--- src/rtl/pvr_pkg.sv ---
// Package for the polygon vertex reducer.
// Holds the configuration register indexes and the stage control struct.
// No dependencies.
package pvr_pkg;

   localparam int CSR_INDEX_BITS = 2;

   typedef enum logic [CSR_INDEX_BITS-1:0] {
      CSR_AXIS_X  = 2'd0,
      CSR_AXIS_Y  = 2'd1,
      CSR_QUERY_X = 2'd2,
      CSR_QUERY_Y = 2'd3
   } csr_index_type;

   // Control that travels with one vertex from stage to stage.
   typedef struct packed {
      logic valid;
      logic last;
   } pvr_ctl_type;

endpackage

--- src/rtl/pvr_reduce.sv ---
// Reduction stage of the polygon vertex reducer: running min, max, box and
// nearest vertex, plus the result register. Depends on pvr_pkg.
module pvr_reduce #(
   parameter int COORD_BITS = 24
) (
   input  logic                                  clock,
   input  logic                                  reset,
   input  pvr_pkg::pvr_ctl_type                  in_ctl,
   output logic                                  in_ready,
   input  logic signed [COORD_BITS-1:0]          in_x,
   input  logic signed [COORD_BITS-1:0]          in_y,
   input  logic signed [2*COORD_BITS-1:0]        in_prod_x,
   input  logic signed [2*COORD_BITS-1:0]        in_prod_y,
   input  logic [2*COORD_BITS-1:0]               in_sq_x,
   input  logic [2*COORD_BITS-1:0]               in_sq_y,
   output logic                                  rsp_tvalid,
   input  logic                                  rsp_tready,
   output logic [((12*COORD_BITS+4+7)/8)*8-1:0]  rsp_tdata
);
   import pvr_pkg::*;

   localparam int PROJ_BITS      = 2*COORD_BITS + 1;
   localparam int DIST_BITS      = 2*COORD_BITS + 2;
   localparam int RSP_FIELD_BITS = 2*PROJ_BITS + 6*COORD_BITS + DIST_BITS;
   localparam int RSP_DATA_BITS  = ((RSP_FIELD_BITS + 7) / 8) * 8;

   logic signed [PROJ_BITS-1:0]  proj;
   logic [DIST_BITS-1:0]         dist_sq;

   logic signed [PROJ_BITS-1:0]  proj_min_ff, proj_min_in, proj_max_ff, proj_max_in;
   logic signed [COORD_BITS-1:0] x_min_ff, x_min_in, x_max_ff, x_max_in;
   logic signed [COORD_BITS-1:0] y_min_ff, y_min_in, y_max_ff, y_max_in;
   logic signed [COORD_BITS-1:0] near_x_ff, near_x_in, near_y_ff, near_y_in;
   logic [DIST_BITS-1:0]         near_dist_ff, near_dist_in;
   logic                         at_first_ff;
   logic                         rsp_tvalid_ff;
   logic [RSP_DATA_BITS-1:0]     rsp_tdata_ff, rsp_tdata_in;
   logic                         out_free, take, take_last;

   assign out_free  = !rsp_tvalid_ff || rsp_tready;
   assign in_ready  = !in_ctl.last || out_free;
   assign take      = in_ctl.valid && in_ready;
   assign take_last = take && in_ctl.last;

   always_comb begin
      proj = $signed({in_prod_x[2*COORD_BITS-1], in_prod_x})
           + $signed({in_prod_y[2*COORD_BITS-1], in_prod_y});
      dist_sq = {2'b00, in_sq_x} + {2'b00, in_sq_y};

      if (at_first_ff) begin
         proj_min_in  = proj;
         proj_max_in  = proj;
         x_min_in     = in_x;
         x_max_in     = in_x;
         y_min_in     = in_y;
         y_max_in     = in_y;
         near_x_in    = in_x;
         near_y_in    = in_y;
         near_dist_in = dist_sq;
      end else begin
         proj_min_in  = (proj < proj_min_ff) ? proj : proj_min_ff;
         proj_max_in  = (proj > proj_max_ff) ? proj : proj_max_ff;
         x_min_in     = (in_x < x_min_ff) ? in_x : x_min_ff;
         x_max_in     = (in_x > x_max_ff) ? in_x : x_max_ff;
         y_min_in     = (in_y < y_min_ff) ? in_y : y_min_ff;
         y_max_in     = (in_y > y_max_ff) ? in_y : y_max_ff;
         // Only a strictly nearer vertex replaces the kept one.
         if (dist_sq < near_dist_ff) begin
            near_x_in    = in_x;
            near_y_in    = in_y;
            near_dist_in = dist_sq;
         end else begin
            near_x_in    = near_x_ff;
            near_y_in    = near_y_ff;
            near_dist_in = near_dist_ff;
         end
      end

      rsp_tdata_in = '0;
      rsp_tdata_in[RSP_FIELD_BITS-1:0] = {near_dist_in, near_y_in, near_x_in,
                                          y_max_in, y_min_in, x_max_in, x_min_in,
                                          proj_max_in, proj_min_in};
   end

   always_ff @(posedge clock) begin
      if (reset) begin
         at_first_ff   <= 1'b1;
         rsp_tvalid_ff <= 1'b0;
      end else begin
         if (take) begin
            at_first_ff <= in_ctl.last;
         end
         if (take_last) begin
            rsp_tvalid_ff <= 1'b1;
         end else if (rsp_tready) begin
            rsp_tvalid_ff <= 1'b0;
         end
      end
      if (take) begin
         proj_min_ff  <= proj_min_in;
         proj_max_ff  <= proj_max_in;
         x_min_ff     <= x_min_in;
         x_max_ff     <= x_max_in;
         y_min_ff     <= y_min_in;
         y_max_ff     <= y_max_in;
         near_x_ff    <= near_x_in;
         near_y_ff    <= near_y_in;
         near_dist_ff <= near_dist_in;
      end
      if (take_last) begin
         rsp_tdata_ff <= rsp_tdata_in;
      end
   end

   assign rsp_tvalid = rsp_tvalid_ff;
   assign rsp_tdata  = rsp_tdata_ff;

   a_last_gives_result: assert property (@(posedge clock) disable iff (reset)
      take_last |=> rsp_tvalid_ff) else $error("final vertex did not produce a result");

   a_last_rearms: assert property (@(posedge clock) disable iff (reset)
      take_last |=> at_first_ff) else $error("running state not cleared after final vertex");

   a_proj_order: assert property (@(posedge clock) disable iff (reset)
      !at_first_ff |-> proj_min_ff <= proj_max_ff) else $error("projection min above max");

   a_box_order: assert property (@(posedge clock) disable iff (reset)
      !at_first_ff |-> (x_min_ff <= x_max_ff) && (y_min_ff <= y_max_ff))
      else $error("bounding box inverted");

endmodule

--- config.mk ---
export PLATFORM = sky130hd
export DESIGN_NAME = pvr_reduce
export DESIGN_NICKNAME = d
export VERILOG_FILES = /design/src/rtl/pvr_pkg.sv /design/src/rtl/pvr_reduce.sv
export SDC_FILE = /design/constraint.sdc
export NUM_CORES = 1
export LEC_CHECK = 0
export BUFFER_PORTS_ARGS = -buffer_cell sky130_fd_sc_hd__buf_2
export CAP_MARGIN = 20
export CORE_MARGIN = 2
export CORE_UTILIZATION = 62
export DETAILED_ROUTE_END_ITERATION = 8
export GPL_TIMING_DRIVEN = 1
export PLACE_DENSITY = 0.85
export RECOVER_POWER = 25
export SLEW_MARGIN = 20
export SYNTH_ARGS = -nofsm -noshare
export SYNTH_HDL_FRONTEND = slang
export SYNTH_SLANG_ARGS = --single-unit
--- constraint.sdc ---
create_clock -name clock -period 43.9 [get_ports clock]
set_input_delay 4.39 -clock clock [delete_from_list [all_inputs] [get_ports clock]]
set_output_delay 4.39 -clock clock [all_outputs]
set_load 0.02 [all_outputs]
==> impl_metrics.csv, run 1 <==
group,metric,value,unit
placement,pre_cts_ws,33.27,ns
setup_path,critPathCaptureType,"flop",
sta,max-slew-margin-rel,-123,%
clock_network,cts_tree,"done",
global_routing,grt_pass1_vias,25300,
clock_network,cts.path.max_buffers,3,
power,p_switching,520,uW
sta,maxSlewViolCount,98,
setup_path,crit_slowest_cell,"and2_0",
placement,gp_congestion,0.967,
cells_and_area,nets,3893,
power,power_leakage,16.2,nW
synthesis,yosys_warnings,0,
sta,fmax,95.9,MHz
clock_network,clk_latency,0.65,ns
cells_and_area,regArea,17600,um2
routing,drc,0,
floorplan,io_pins,543,
setup_path,worst_ep_arrival_time,10.68,ns
routing,detail_route.iter0.violations,2225,
floorplan,dieArea,55700,um2
cells_and_area,area_delta_synth_final,14.8,%
setup_path,startpoint_type,"primary input",
floorplan,die_h,236,um
outcome,violations,"max-capacitance violations, max-slew violations",
sta,fin_crit_sh,23.8,%
sta,fin_ws,33.47,ns
floorplan,rows,85,
routing,drt_wl_total,92200,um
global_routing,grt_max_degree,145,
sta,skew,0.0311,ns
global_routing,met1_usage,40.0,%
synthesis,synth_seq_area_share,52.7,%
global_routing,antenna_found_initial,6,
floorplan,initial_utilization,62.4,%
synthesis,avgSynthCellArea,12.0,um2
clock_network,post_cts_resized,0,
cells_and_area,fillers,3722,
clock_network,htreeDepth,2,
global_routing,use_met2,54.4,%
sta,hold_ws,0.503,ns
setup_path,path_class,"in2reg",
placement,dp_hpwl,67200,um
setup_path,critPathRequiredTime,44.15,ns
setup_path,critPathMaxFanout,95,
routing,vias,25200,
setup_path,cp_cell_sequence,"buf_2 > nand3b_1 > and2_0 > nand2_1 > clkinvlp_2 > buf_16 > buf_4",
sta,setup_viol,0,
power,vdd_drop_max,0.0000470,V
routing,routedWlPerCell,22.7,um
power,power.density,43.5,nW/um2
synthesis,synthCells,2782,
flow_run,drv_cap,2,
sta,rsz0062_at_grt,"false",
sta,tightest_slew,3.35,ns
power,pwr-share-seq,44.0,%
synthesis,synthDistinctLibCells,78,
global_routing,grt-ovfl-total,0,
cells_and_area,multiInputGateArea,14400,um2
global_routing,grtUsageTotal,32.3,%
global_routing,met3_usage,7.88,%
cells_and_area,drive_gt1_share,17.1,%
sta,fin_tns_setup,0,ns
power,p_int,1.15,mW
power,switching_share,31.2,%
clock_network,cts_setup_buffers,0,
clock_network,cts_sinks,586,
sta,min_period,10.43,ns
clock_network,cts.clk_slew.worst_paths,0.06,ns
setup_path,slowest_delay,2.40,ns
synthesis,syn-cell-area,33400,um2
cells_and_area,postLayoutCoreUtil,71.6,%
floorplan,coreArea,53500,um2
synthesis,synthFlopType,"edfxtp_1",
routing,firstDrtPassIters,7,
floorplan,die_x,236,um
placement,io_buffer_count,538,
global_routing,top_usage_layer,"met2",
routing,vias_per_cell,6.21,
power,combPwrFrac,26.1,%
synthesis,ys_ff_latch,586,
power,p_clk_share,29.9,%
synthesis,synth-edff-count,584,
power,total_power,1.67,mW
clock_network,cts_hold_buf,0,
sta,timing_hold_violations_final,0,
outcome,status,"complete, but fails checks",
synthesis,async_flop_share,0,%
min_path,hold_path.class,"reg2reg",
clock_network,cts_root_buffer,"clkbuf_16",
routing,antenna_left,0,
clock_network,cts_made_buffers,59,
global_routing,grt_pass1_wl,142000,um
cells in the mapped netlist, types with 35 or more instances:
library cell / instances / area [um2]
a21oi_1: 171 / 856
nand3_1: 35 / 175
a21o_1: 128 / 961
nor3_1: 45 / 225
inv_1: 281 / 1050
nor2_1: 75 / 282
mux2_2: 183 / 2060
edfxtp_1: 584 / 17500
clkbuf_1: 67 / 251
nand2_1: 181 / 679
nor2b_1: 42 / 263
xnor2_1: 60 / 526
o21ai_0: 130 / 651
nand4_1: 105 / 657
ha_1: 335 / 4190
layout by cell type, fill, tap and decap left out, types with 16 or more instances in the layout:
cell type / netlist / layout
ha_1: 335 / 334
a31oi_1: 18 / 18
mux2i_1: 25 / 25
a21o_1: 128 / 128
mux2_4: 21 / 21
edfxtp_1: 584 / 584
o2111ai_1: 26 / 26
xor2_1: 29 / 29
mux2_2: 183 / 183
o211ai_1: 16 / 16
clkbuf_16: 0 / 59
buf_2: 6 / 250
xnor2_1: 60 / 60
a211oi_1: 16 / 16
a21oi_1: 171 / 169
inv_1: 281 / 280
clkbuf_1: 67 / 299
clkinv_1: 1 / 17
o21bai_1: 22 / 22
nor2_1: 75 / 74
nand3_1: 35 / 35
nand2_1: 181 / 180
o21ai_0: 130 / 130
nand4_1: 105 / 105
nor2b_1: 42 / 42
nor3_1: 45 / 45
final timing paths:
check / depth (start not counted) / from / slack, ns / endpoint
min: 2 / rsp_tvalid / 0.50 / rsp_tvalid
min reg2reg: 2 / rsp_tvalid / 0.50 / rsp_tvalid
max reg2reg: 6 / rsp_tvalid / 36.97 / rsp_tdata[274]
max: 7 / rsp_tready / 33.47 / rsp_tdata[274]
routing by layer:
| layer | share of wire, % | vias up |
|---|---|---|
| met3 | 8.8 | 222 |
| met5 | 0.054 | - |
| met2 | 48 | 1239 |
| li1 | - | 11500 |
| met1 | 39 | 12200 |
| met4 | 4.0 | 8 |
power groups by stage:
stage | Combinational [mW] | Sequential [mW] | Clock (mW)
after floorplan | 0.271 | 0.766 | 0
after global placement | 0.409 | 0.739 | 0
after detailed placement | 0.429 | 0.742 | 0
after CTS | 0.435 | 0.732 | 0.503
after global routing | 0.478 | 0.738 | 0.524
final | 0.436 | 0.733 | 0.498
area by class of cell:
class	instances	share of cell area, %
diodes	2	0.0131
clock inverters	39	0.977
well taps	696	2.27
inverters	282	2.77
clock buffers	70	3.96
repair buffers	555	6.49
flip-flops and latches	586	45.9
multi-input cells	1827	37.6
critical path, delay by kind of cell:
kind,cells,cell delay (ns)
and+or+nand+nor,3,2.95
buffers and inverters,4,3.09
registers in the layout (all words and copies together) (netlist names), 24 cells and up:
name / count
y_min_ff: 24
y_max_ff: 24
near_x_ff: 24
near_y_ff: 24
x_min_ff: 24
rsp_tdata: 292
near_dist_ff: 50
proj_max_ff: 49
proj_min_ff: 49
x_max_ff: 24
cells by family after synthesis:
group	count (synthesis)	synth area share [%]
simple gates	547	8.13
other cells	1	0.0112
flops	586	52.7
xor+xnor	89	2.34
compound gates	619	12.0
fa+ha+maj	337	12.7
mux	229	7.87
buf+inv	374	4.32
stage by stage:
stage / instance area (um2) / instances
4_1_cts: 38600 / 4054
6_report: 38300 / 4057
3_3_place_gp: 36700 / 3945
2_1_floorplan: 33400 / 2787
5_1_grt: 38300 / 4057
3_5_place_dp: 36700 / 3945
Note: power is estimated with default switching activity, not from simulation.
==> run 2: changes to the inputs <==
--- a/config.mk
+++ b/config.mk
@@ -8,10 +8,10 @@
 export BUFFER_PORTS_ARGS = -buffer_cell sky130_fd_sc_hd__buf_2
 export CAP_MARGIN = 20
 export CORE_MARGIN = 2
-export CORE_UTILIZATION = 62
+export CORE_UTILIZATION = 58
 export DETAILED_ROUTE_END_ITERATION = 8
 export GPL_TIMING_DRIVEN = 1
-export PLACE_DENSITY = 0.85
+export PLACE_DENSITY = 0.81
 export RECOVER_POWER = 25
 export SLEW_MARGIN = 20
 export SYNTH_ARGS = -nofsm -noshare
==> constraint.sdc (replaced) <==
create_clock -name clock -period 10.1 [get_ports clock]
set_input_delay 1.01 -clock clock [delete_from_list [all_inputs] [get_ports clock]]
set_output_delay 1.01 -clock clock [all_outputs]
set_load 0.02 [all_outputs]
==> impl_metrics.csv, run 2 (synthesis gave the netlist of run 1 again) <==
group,metric,value,unit
outcome,status,"complete, but fails checks",
outcome,violations,"max-capacitance violations, max-slew violations",
setup_path,reg2reg_slack,2.39,ns
sta,fin_tns_setup,0,ns
cells_and_area,area_delta_synth_final,15.0,%
power,power_leakage,16.2,nW
floorplan,die_h,244,um
global_routing,met1_usage,37.7,%
routing,routedWlPerCell,22.1,um
clock_network,cts_tree,"done",
sta,max-slew-margin-rel,-219,%
power,power.density,189,nW/um2
clock_network,cts_setup_buffers,0,
placement,io_buffer_count,538,
sta,tightest_slew,4.78,ns
setup_path,worstSetupStartpoint,"in_ctl[0]",
power,vdd_drop_max,0.000178,V
floorplan,dieArea,59500,um2
clock_network,post_cts_resized,0,
clock_network,cts_sinks,586,
setup_path,critPathRequiredTime,10.19,ns
cells_and_area,drive_gt1_share,16.9,%
routing,detail_route.iter0.violations,1878,
clock_network,cts_hold_buf,0,
setup_path,reg2regPathDepth,3,
global_routing,grt_pass1_wl,140000,um
clock_network,cts_root_buffer,"clkbuf_16",
power,pwr-share-seq,43.9,%
global_routing,grt_max_degree,177,
sta,skew,0.0547,ns
clock_network,htreeDepth,2,
cells_and_area,nets,3893,
min_path,hold_path.class,"reg2reg",
power,p_switching,2.26,mW
flow_run,drv_cap,3,
power,p_clk_share,30.2,%
floorplan,coreArea,56600,um2
power,combPwrFrac,25.9,%
routing,firstDrtPassIters,5,
global_routing,grt-ovfl-total,0,
clock_network,cts.path.max_buffers,3,
clock_network,cts_made_buffers,61,
setup_path,regToRegStartpoint,"rsp_tvalid",
power,total_power,7.27,mW
floorplan,rows,87,
routing,vias_per_cell,6.03,
global_routing,antenna_found_initial,4,
sta,min_period,7.83,ns
setup_path,worst_ep_arrival_time,7.92,ns
routing,drt_wl_total,91200,um
global_routing,use_met2,50.6,%
placement,post_dp_cell_area,36800,um2
floorplan,die_x,244,um
power,p_int,5.01,mW
placement,dp_hpwl,67200,um
routing,antenna_left,0,
global_routing,grtUsageTotal,29.8,%
routing,drc,0,
sta,fin_crit_sh,77.5,%
routing,vias,24900,
global_routing,grt_pass1_vias,25300,
setup_path,critPathMaxFanout,176,
sta,timing_hold_violations_final,0,
cells_and_area,layout_commonest_cell,"edfxtp_1",
cells_and_area,postLayoutCoreUtil,67.8,%
sta,fmax,128,MHz
global_routing,top_usage_layer,"met2",
setup_path,startpoint_type,"primary input",
sta,rsz0062_at_grt,"false",
setup_path,critical_path.endpoint,"proj_max_ff[12]",
cells_and_area,fin_area,38400,um2
setup_path,critPathCaptureType,"flop",
clock_network,clk_latency,0.65,ns
sta,setup_viol,0,
power,switching_share,31.1,%
sta,maxSlewViolCount,299,
placement,gp_congestion,0.942,
setup_path,r2r_end,"proj_max_ff[12]",
cells_and_area,final_cell_mix,"584 x edfxtp_1, 334 x ha_1, 304 x clkbuf_1",
setup_path,path_class,"in2reg",
clock_network,cts.clk_slew.worst_paths,0.06,ns
floorplan,io_pins,543,
floorplan,initial_utilization,58.9,%
cells_and_area,largest_reg_flops,292,
global_routing,met3_usage,6.30,%
## run 2: area by class of cell
| cell class | instances | area, um2 |
|---|---|---|
| Antenna cell | 3 | 7.51 |
| Clock buffer | 70 | 1580 |
| Clock inverter | 44 | 362 |
| Fill cell | 4268 | 18200 |
| Inverter | 282 | 1060 |
| Multi-Input combinational cell | 1827 | 14400 |
| Sequential cell | 586 | 17600 |
| Tap cell | 756 | 946 |
| Timing Repair Buffer | 553 | 2440 |
## run 2: routing by layer
metal  part of all wire (%)  vias up
met1                     40    12200
met5                  0.014        -
li1                       -    11500
met3                    7.5      181
met2                     49      989
met4                    3.6        2
## run 2: through the flow
step / std cells / hold slack [ns] / setup WS (ns)
2_1_floorplan: 2787 / 0.524 / 1.01
3_3_place_gp: 4004 / 0.464 / 2.97
3_5_place_dp: 4004 / 0.547 / 2.89
4_1_cts: 4118 / 0.536 / 3.52
5_1_grt: 4119 / 0.545 / 1.92
6_report: 4121 / 0.549 / 2.27
## run 2: critical path, stage by stage
cell and delay [ns]:
clkbuf_1 0.10, nand3b_1 0.10, and2_0 2.84, clkbuf_2 3.57
## run 2: power by group through the flow
stage	clock network, mW	registers [mW]	logic, mW
after floorplan	0	3.32	1.18
after global placement	0	3.21	1.79
after detailed placement	0	3.22	1.87
after CTS	2.22	3.18	1.89
after global routing	2.31	3.21	2.08
final	2.19	3.19	1.89
## run 2: worst min path at each step
stage | startpoint | end | slack, ns | cells after the start
2_1_floorplan | near_x_ff[0] | near_x_ff[0] | 0.52 | 2
6_report | near_y_ff[17] | rsp_tdata[235] | 0.55 | 1
4_1_cts | reset | rsp_tvalid | 0.54 | 2
3_5_place_dp | rsp_tvalid | rsp_tvalid | 0.55 | 2
3_3_place_gp | rsp_tvalid | rsp_tvalid | 0.46 | 2
5_1_grt | reset | rsp_tvalid | 0.55 | 2
==> run 3: changes to the inputs <==
--- a/config.mk
+++ b/config.mk
@@ -5,13 +5,14 @@
 export SDC_FILE = /design/constraint.sdc
 export NUM_CORES = 1
 export LEC_CHECK = 0
+export ABC_AREA = 1
 export BUFFER_PORTS_ARGS = -buffer_cell sky130_fd_sc_hd__buf_2
 export CAP_MARGIN = 20
 export CORE_MARGIN = 2
-export CORE_UTILIZATION = 58
+export CORE_UTILIZATION = 53
 export DETAILED_ROUTE_END_ITERATION = 8
 export GPL_TIMING_DRIVEN = 1
-export PLACE_DENSITY = 0.81
+export PLACE_DENSITY = 0.77
 export RECOVER_POWER = 25
 export SLEW_MARGIN = 20
 export SYNTH_ARGS = -nofsm -noshare
==> constraint.sdc (replaced) <==
create_clock -name clock -period 6.95 [get_ports clock]
set_input_delay 0.695 -clock clock [delete_from_list [all_inputs] [get_ports clock]]
set_output_delay 0.695 -clock clock [all_outputs]
set_load 0.02 [all_outputs]
==> impl_metrics.csv, run 3 <==
group,metric,value,unit
synthesis,synth_most_common_cell,"nand2_1",
floorplan,dieArea,70100,um2
synthesis,async_flop_share,0,%
clock_network,post_cts_resized,0,
synthesis,synth_area_leaders,"edfxtp_1 49%, nand2_1 14%, ha_1 12%",
synthesis,synth-edff-count,584,
flow_run,drv_cap,2,
floorplan,die_x,265,um
global_routing,grt-ovfl-total,0,
cells_and_area,area_delta_synth_final,14.7,%
power,total_power,11.3,mW
setup_path,reg2regPathDepth,8,
sta,rsz0062_at_grt,"false",
synthesis,synthFlopType,"edfxtp_1",
cells_and_area,drive_gt1_share,8.33,%
global_routing,grt_pass1_vias,30500,
cells_and_area,postLayoutCoreUtil,61.5,%
min_path,hold_path.class,"in2reg",
min_path,min-delay-start,"reset",
floorplan,rows,95,
clock_network,cts_hold_buf,0,
clock_network,htreeDepth,3,
routing,vias_per_cell,5.67,
min_path,hold_path_depth,4,
synthesis,synth_seq_area_share,48.7,%
clock_network,cts_setup_buffers,0,
setup_path,slowest_delay,0.86,ns
setup_path,crit_slowest_cell,"buf_4",
synthesis,synth_common_cells,"1356 x nand2_1, 605 x inv_1, 584 x edfxtp_1, 335 x ha_1, 262 x nand3_1",
cells_and_area,largest_reg_flops,292,
clock_network,clk_latency,0.64,ns
placement,gp_congestion,1.04,
floorplan,die_h,265,um
setup_path,r2r_end,"rsp_tdata[273]",
synthesis,synthCells,4166,
setup_path,path_class,"in2reg",
routing,drc,0,
routing,firstDrtPassIters,6,
placement,dp_hpwl,86200,um
routing,detail_route.iter0.violations,3372,
sta,fin_ws,2.00,ns
global_routing,antenna_found_initial,5,
cells_and_area,instances_no_fill,5621,
sta,min_period,4.95,ns
clock_network,cts.clk_slew.worst_paths,0.06,ns
sta,hold_ws,0.334,ns
floorplan,initial_utilization,53.6,%
setup_path,reg2reg_slack,2.37,ns
routing,vias,31900,
clock_network,cts_made_buffers,66,
routing,drt_wl_total,116000,um
clock_network,cts_tree,"done",
setup_path,critPathRequiredTime,7.38,ns
setup_path,startpoint_type,"primary input",
setup_path,critPathCaptureType,"flop",
setup_path,crit_family,"simple AND/OR/NAND/NOR gates",
sta,fin_tns_setup,0,ns
cells_and_area,fin_area,41400,um2
sta,maxSlewViolCount,89,
setup_path,cp_cell_sequence,"buf_2 > ha_1 > fa_1 > nand2_1 > nand2_1 > nand3_1 > nand2_1 > nand3_1 > nand3_1 > a21oi_1 > xnor2_1 > ha_1 > nand2_1 > nor2_1 > nand4_1 > nor3_1 > nand2_1 > nand3_4 > buf_4 > nand3_1 > nand2_1",
synthesis,syn-cell-area,36100,um2
synthesis,yosys.area.top_type,"edfxtp_1",
global_routing,grt_pass1_wl,175000,um
power,power_leakage,19.9,nW
power,vdd_drop_max,0.000186,V
floorplan,io_pins,543,
placement,post_dp_cell_area,39500,um2
sta,setup_viol,0,
clock_network,cts_root_buffer,"clkbuf_16",
setup_path,crit_top_cell,"nand2_1",
placement,dp_cells,5498,
routing,antenna_left,0,
routing,routedWlPerCell,20.7,um
sta,tightest_slew,2.74,ns
sta,skew,0.0504,ns
synthesis,ys_ff_latch,586,
sta,fmax,202,MHz
min_path,min_to,"rsp_tvalid",
sta,fin_crit_sh,71.2,%
setup_path,worst_ep_arrival_time,5.38,ns
cells_and_area,fillers,5950,
placement,io_buffer_count,538,
global_routing,grt_max_degree,143,
sta,timing_hold_violations_final,0,
setup_path,cp_num_buf_inv,2,
sta,max-slew-margin-rel,-82.9,%
global_routing,grtUsageTotal,32.3,%
cells_and_area,nets,5275,
synthesis,avgSynthCellArea,8.66,um2
setup_path,regToRegStartpoint,"rsp_tvalid",
clock_network,cts.path.max_buffers,3,
cells_and_area,layout_commonest_cell,"nand2_1",
power,power.density,274,nW/um2
outcome,status,"complete, but fails checks",
cells_and_area,final_cell_mix,"1354 x nand2_1, 602 x inv_1, 584 x edfxtp_1",
outcome,violations,"max-capacitance violations, max-slew violations",
floorplan,coreArea,67300,um2
setup_path,critPathMaxFanout,86,
synthesis,yosys_warnings,0,
placement,pre_cts_ws,1.48,ns
synthesis,synthDistinctLibCells,42,
synthesis,synth.top_cell.area_share,48.6,%
clock_network,cts_sinks,586,
## run 3: cell count changes after synthesis, moves of 33 or more
cell     previous run  this run
a21o_1            128        17
inv_1             281       605
nand2_1           181      1356
mux2_2            183         0
xnor2_1            60         9
o21ai_0           130        97
nor2b_1            42         0
nand3_1            35       262
nand4_1           105       194
a21oi_1           171       227
nor2_1             75       206
buf_2               6        39
## run 3: cell families (layout without fill, tap and decap cells)
group                    Yosys count  after routing  share of synthesized area [%]
other                              1             11                         0.0104
flip-flops                       586            586                           48.7
buffers and inverters            713           1285                           7.91
AND/OR/NAND/NOR                 2098           2098                           24.7
adder cells (fa/ha/maj)          337            337                           11.7
AO/OA/AOI/OAI                    377            377                           5.57
XOR/XNOR                          54             54                           1.35
## run 3: cell type report
type                       count  area, um2  share of cell area, %
clock buffer                  75       1690                   4.08
timing repair buffer         560       2520                   6.10
sequential                   586      17600                   42.5
inverter                     607       2300                   5.56
clock inverter                43        498                   1.20
multi-input combinational   2872      15700                   37.9
tap                          873       1090                   2.64
antenna                        5       12.5                 0.0303
## run 3: worst max path at each step
stage                    start                to  slack (ns)  cells past startpoint
global placement    in_sq_y[0]    rsp_tdata[282]        1.49                     21
detailed placement  in_sq_y[0]      near_y_ff[9]        1.48                     21
finish              in_sq_y[0]  near_dist_ff[27]        2.00                     21
floorplan           rsp_tready      rsp_tdata[0]       -3.51                      8
global route        in_sq_y[0]  near_dist_ff[27]        1.64                     21
CTS                 in_sq_y[0]  near_dist_ff[27]        2.13                     21
## run 3: per-layer routing
layer	routed length (um)	global-route usage, %
met5	0	0
met2	54800	53.3
met1	46000	41.5
met4	5690	15.9
met3	9540	5.31
## run 3: report_power, final
| group | switching, mW | leakage (nW) | internal, mW |
|---|---|---|---|
| Sequential | 0.195 | 5.63 | 4.46 |
| Combinational | 2.25 | 13.2 | 0.894 |
| Clock | 1.53 | 1.05 | 2.00 |
## run 3: worst reg2reg max path, cell delays in order, from the launching register on
cell        delay (ns)
dfxtp_1           0.34
nand2_2           0.05
inv_1             0.09
nand2_4           0.06
nand2_1           0.07
clkinvlp_2        1.63
nand2_1           0.78
clkinvlp_4        0.55
buf_4             0.52
